==> config.mk <==
export PLATFORM = sky130hd
export DESIGN_NAME = hld_front
export DESIGN_NICKNAME = d
export VERILOG_FILES = /design/src/rtl/core/hld_pkg.sv /design/src/rtl/core/hld_front.sv
export SDC_FILE = /design/constraint.sdc
export NUM_CORES = 1
export LEC_CHECK = 0
export BUFFER_PORTS_ARGS = -buffer_cell sky130_fd_sc_hd__buf_2
export CAP_MARGIN = 15
export CORE_ASPECT_RATIO = 1.2
export CORE_UTILIZATION = 46
export CTS_CLUSTER_SIZE = 24
export DETAILED_ROUTE_END_ITERATION = 10
export GPL_ROUTABILITY_DRIVEN = 0
export MAX_ROUTING_LAYER = met4
export PLACE_DENSITY = 0.83
export SLEW_MARGIN = 20
export SYNTH_ARGS = -nofsm -noshare
export SYNTH_HDL_FRONTEND = slang
export SYNTH_SLANG_ARGS = --single-unit
==> constraint.sdc <==
create_clock -name clk -period 1.9 [get_ports clk]
set_input_delay 0 -clock clk [delete_from_list [all_inputs] [get_ports clk]]
set_output_delay 0 -clock clk [all_outputs]
set_load 0.01 [all_outputs]
==> src/rtl/core/hld_pkg.sv <==
// Shared types and constants for the Huffman literal decoder.
// Used by hld_front, hld_back and the top level; no dependencies.
package hld_pkg;
  localparam int TableLog = 11;
  localparam int TableSize = 1 << TableLog;
  localparam int SymbolCount = 256;
  localparam int QueueDepth = 2;

  localparam logic [1:0] CMD_WEIGHT = 2'd0;
  localparam logic [1:0] CMD_BUILD = 2'd1;
  localparam logic [1:0] CMD_START = 2'd2;
  localparam logic [1:0] CMD_BYTE = 2'd3;

  localparam logic [1:0] KIND_LIT = 2'd0;
  localparam logic [1:0] KIND_BUILD = 2'd1;
  localparam logic [1:0] KIND_ERR = 2'd2;

  localparam logic [2:0] ST_OK = 3'd0;
  localparam logic [2:0] ST_NOSYM = 3'd1;
  localparam logic [2:0] ST_INCOMPLETE = 3'd2;
  localparam logic [2:0] ST_DEEP = 3'd3;
  localparam logic [2:0] ST_MANY = 3'd4;
  localparam logic [2:0] ST_ZERO = 3'd5;
  localparam logic [2:0] ST_SHORT = 3'd6;

  // one queued transaction between front and back
  typedef struct packed {
    logic [1:0]  cmd;
    logic [7:0]  value;
    logic [17:0] count;
    logic        fin;
  } item_t;
endpackage

==> src/rtl/core/hld_front.sv <==
// Front end: accepts transactions into a short queue.
// Depends on hld_pkg.
module hld_front (
  input  logic            clk,
  input  logic            rst_n,
  input  logic            push,
  input  hld_pkg::item_t  push_item,
  output logic            full,
  input  logic            pop,
  output logic            avail,
  output hld_pkg::item_t  head
);
  hld_pkg::item_t q_r [hld_pkg::QueueDepth];
  logic rd_r, wr_r;
  logic [1:0] cnt_r;

  assign full = (cnt_r == 2'(hld_pkg::QueueDepth));
  assign avail = (cnt_r != 2'd0);
  assign head = q_r[rd_r];

  always_ff @(posedge clk) begin
    if (push) q_r[wr_r] <= push_item;
    if (!rst_n) begin
      rd_r <= 1'b0;
      wr_r <= 1'b0;
      cnt_r <= 2'd0;
    end else begin
      if (push) wr_r <= ~wr_r;
      if (pop) rd_r <= ~rd_r;
      cnt_r <= cnt_r + 2'(push) - 2'(pop);
    end
  end
endmodule

==> metrics.txt <==
# TYPE chip_impl_metric gauge
chip_impl_info{name="status",value="complete, no violations"} 1
chip_impl_metric{name="post-route-min-period",unit="ps"} 1479
chip_impl_metric{name="setup-tns-final",unit="ps"} 0
chip_impl_metric{name="synth_sequential_area_ratio",unit="%"} 78.01
chip_impl_metric{name="fmax",unit="MHz"} 676.3
chip_impl_metric{name="yosysWarnings",unit=""} 0
chip_impl_info{name="crit_path_cell_trace",value="buf_12, mux2_2, buf_2"} 1
chip_impl_info{name="rsz0062_at_grt",value="no"} 1
chip_impl_metric{name="top_level_ports",unit=""} 64
chip_impl_metric{name="detailedPlacementHpwl",unit="µm"} 2368
chip_impl_metric{name="cpPeakStageDelay",unit="ps"} 410
chip_impl_metric{name="final-setup-viol-count",unit=""} 0
chip_impl_metric{name="slew-limit-headroom",unit="%"} 73.40
chip_impl_metric{name="synth_simple_gate_area_share",unit="%"} 2.385
chip_impl_metric{name="hold_violations",unit=""} 0
chip_impl_metric{name="syn_area",unit="µm²"} 2361
chip_impl_metric{name="global_route_wire_length_before_repair",unit="µm"} 6003
chip_impl_metric{name="dieArea",unit="µm²"} 5424
chip_impl_metric{name="cp_data_required_time",unit="ps"} 1900
chip_impl_metric{name="max-vdd-ir-drop",unit="mV"} 0.6753
chip_impl_info{name="layout_commonest_cell",value="sky130_fd_sc_hd__buf_2"} 1
chip_impl_metric{name="clkSlewWorstSetupHoldPaths",unit="ps"} 60
chip_impl_info{name="layout_common_cells",value="63 x sky130_fd_sc_hd__buf_2, 58 x sky130_fd_sc_hd__edfxtp_1, 30 x sky130_fd_sc_hd__dlygate4sd3_1"} 1
chip_impl_metric{name="syn_avg_cell_area",unit="µm²"} 21.27
chip_impl_metric{name="synth-adder-area-share",unit="%"} 1.060
chip_impl_metric{name="drcViolationCount",unit=""} 0
chip_impl_metric{name="muxShareOfSynthArea",unit="%"} 15.42
chip_impl_metric{name="rows",unit=""} 28
chip_impl_metric{name="filler_cell_count",unit=""} 360
chip_impl_metric{name="antenna_found_initial",unit=""} 0
chip_impl_metric{name="drv_slew",unit=""} 0
chip_impl_metric{name="cts_made_buffers",unit=""} 9
chip_impl_info{name="clk_root_buffer_cell",value="sky130_fd_sc_hd__clkbuf_8"} 1
chip_impl_metric{name="total_power",unit="mW"} 2.940
chip_impl_metric{name="drv.max_cap_violation_count",unit=""} 0
chip_impl_info{name="dominant_combinational_cell_family_by_area_after_synthesis",value="multiplexers"} 1
chip_impl_metric{name="die_height",unit="µm"} 80.48
chip_impl_metric{name="placeableCoreArea",unit="µm²"} 4940
chip_impl_metric{name="wirelength",unit="µm"} 3804
chip_impl_metric{name="detailed_place.area",unit="µm²"} 2761
chip_impl_metric{name="cts.path.max_buffers",unit=""} 2
chip_impl_metric{name="final_layout_size_suffix_gt1_share",unit="%"} 48.18
chip_impl_metric{name="synth_top_area_share",unit="%"} 73.77
chip_impl_metric{name="finalCritPeriodShare",unit="%"} 77.83
chip_impl_metric{name="final_design_area_no_fill",unit="µm²"} 3212
chip_impl_metric{name="clock_insertion_delay_worst_skew",unit="ps"} 320
chip_impl_metric{name="cts.sink_count",unit=""} 63
chip_impl_metric{name="cts-htree-levels",unit=""} 3
chip_impl_metric{name="antennaDiodeCount",unit=""} 0
chip_impl_metric{name="synth_to_layout_area_growth",unit="%"} 36.04
chip_impl_metric{name="synth_compound_gate_area_share",unit="%"} 0.3180
chip_impl_metric{name="post_cts_setup_repair_bufs",unit=""} 0
chip_impl_metric{name="finClkSkew",unit="ps"} 4.217
chip_impl_metric{name="dieWidth",unit="µm"} 67.40
chip_impl_info{name="critPathLaunchType",value="flop"} 1
chip_impl_metric{name="final_nets",unit=""} 250
chip_impl_metric{name="synth.net_count",unit=""} 146
chip_impl_metric{name="global_route.usage.total",unit="%"} 16.64
chip_impl_metric{name="grt-ovfl-total",unit=""} 0
chip_impl_info{name="hold_class",value="in2reg"} 1
chip_impl_metric{name="arrival_time_reported_for_the_critical_path_endpoint",unit="ps"} 1480
chip_impl_metric{name="synth_area_in_xor_xnor",unit="%"} 1.325
chip_impl_metric{name="route.detailed.wl_per_inst",unit="µm"} 13.59
chip_impl_info{name="synth_area_leader_cell",value="sky130_fd_sc_hd__edfxtp_1"} 1
chip_impl_metric{name="post_synth_num_cell_types",unit=""} 14
chip_impl_metric{name="initial_utilization",unit="%"} 47.80
chip_impl_info{name="timing.critical_path.slowest_stage_cell",value="sky130_fd_sc_hd__dfxtp_1"} 1
chip_impl_info{name="crit_path_end_kind",value="output pin"} 1
chip_impl_metric{name="drt-vias-per-instance",unit=""} 4.621
chip_impl_metric{name="num_vias",unit=""} 1294
chip_impl_metric{name="port_buffers",unit=""} 63
chip_impl_info{name="critPathKind",value="reg2out"} 1
chip_impl_metric{name="worst-path-max-fanout",unit=""} 27
chip_impl_metric{name="leakage",unit="nW"} 1.268
chip_impl_metric{name="antenna_left",unit=""} 0
chip_impl_metric{name="synth_cells",unit=""} 111
chip_impl_info{name="tritoncts",value="done"} 1
chip_impl_info{name="post_synth_main_area_contributors",value="sky130_fd_sc_hd__edfxtp_1 74%, sky130_fd_sc_hd__mux2_2 9.1%, sky130_fd_sc_hd__mux2_4 6.4%"} 1
chip_impl_metric{name="tightestPinTransition",unit="ps"} 398.9
chip_impl_metric{name="grt_pass1_vias",unit=""} 1324
chip_impl_metric{name="hold-worst-slack",unit="ps"} 48.12
chip_impl_metric{name="drtIter0Drc",unit=""} 42
chip_impl_metric{name="drtPass1Iterations",unit=""} 4
chip_impl_metric{name="pwr_dens",unit="nW/µm²"} 915.2
chip_impl_metric{name="grt_start_max_net_pins",unit=""} 31
chip_impl_metric{name="postSynthRegisterBits",unit=""} 63
[kinds of logic after synthesis]
group,Yosys count
and+or+nand+nor,9
muxes,29
buffers and inverters,5
DFF,63
adders and majority gates,2
AOI/OAI and AO/OA,1
xor gates and xnor gates,2
[per-layer routing]
layer / GRT usage (%) / part of all wire (%) / up-vias
met1: 17.47 / 39 / 623
met5: - / 0 / -
met2: 26.90 / 56 / 31
met3: 5.540 / 3.5 / 8
li1: - / - / 632
met4: 9.574 / 1.7 / 0
[sequential cells by signal, summed over array words and instances (netlist names), named ones only]
name / count
cnt_r: 2
q_r: 58
wr_r: 1
rd_r: 1
[critical path, delay by kind of cell, from the launching register on]
family	cells	cell delay (ps)
flops	1	410
mux	1	360
buf+inv	2	370
[power breakdown]
part           switching, mW  leakage, nW  internal (mW)
Combinational          0.175        0.608          0.237
Sequential            0.0268        0.586           1.60
Clock                  0.431       0.0737          0.467
Total                  0.633         1.27           2.31
[area by class of cell]
| type | count | area (µm²) | share of cell area (%) |
|---|---|---|---|
| Sequential cell | 63 | 1842 | 57.34 |
| Timing Repair Buffer | 96 | 650.6 | 20.26 |
| Multi-Input combinational cell | 43 | 486.7 | 15.15 |
| Clock buffer | 14 | 142.6 | 4.441 |
| Tap cell | 60 | 75.07 | 2.337 |
| Clock inverter | 2 | 7.507 | 0.2337 |
| Inverter | 2 | 7.507 | 0.2337 |
[path summary, 6_finish.rpt]
kind	cells past startpoint	end	startpoint	slack, ps
worst max-delay path	3	head[7]	flop	420
worst min-delay path	3	wr_r	push	50
worst max register to register	6	cnt_r[1]	cnt_r[0]	670
worst min register to register	2	flop	rd_r	590
[what timing repair did]
item / 4_1_cts / 5_1_grt
gates resized for setup: 0 / 0
hold endpoints to repair: 63 / 0
hold buffers: 30 / 0
[per-stage QoR]
step,std cells,setup slack [ps],util (%)
after detailed placement,234,675.4,55.90
final,280,421.3,65.02
after global placement,234,741.9,55.90
after floorplan,111,390.0,-
after CTS,280,395.4,65.02
after global routing,280,350.6,65.02
[cells in the mapped netlist]
library cell and count:
sky130_fd_sc_hd__edfxtp_1 58, sky130_fd_sc_hd__mux2_2 19, sky130_fd_sc_hd__mux2_4 10, sky130_fd_sc_hd__dfxtp_1 5, sky130_fd_sc_hd__and2_1 4, sky130_fd_sc_hd__nor2b_1 4
sky130_fd_sc_hd__buf_6 2, sky130_fd_sc_hd__ha_1 2, sky130_fd_sc_hd__inv_1 2, sky130_fd_sc_hd__buf_2 1, sky130_fd_sc_hd__o21a_1 1, sky130_fd_sc_hd__or2_2 1
sky130_fd_sc_hd__xnor3_1 1, sky130_fd_sc_hd__xor2_1 1
Note: power is estimated with default switching activity, not from simulation.
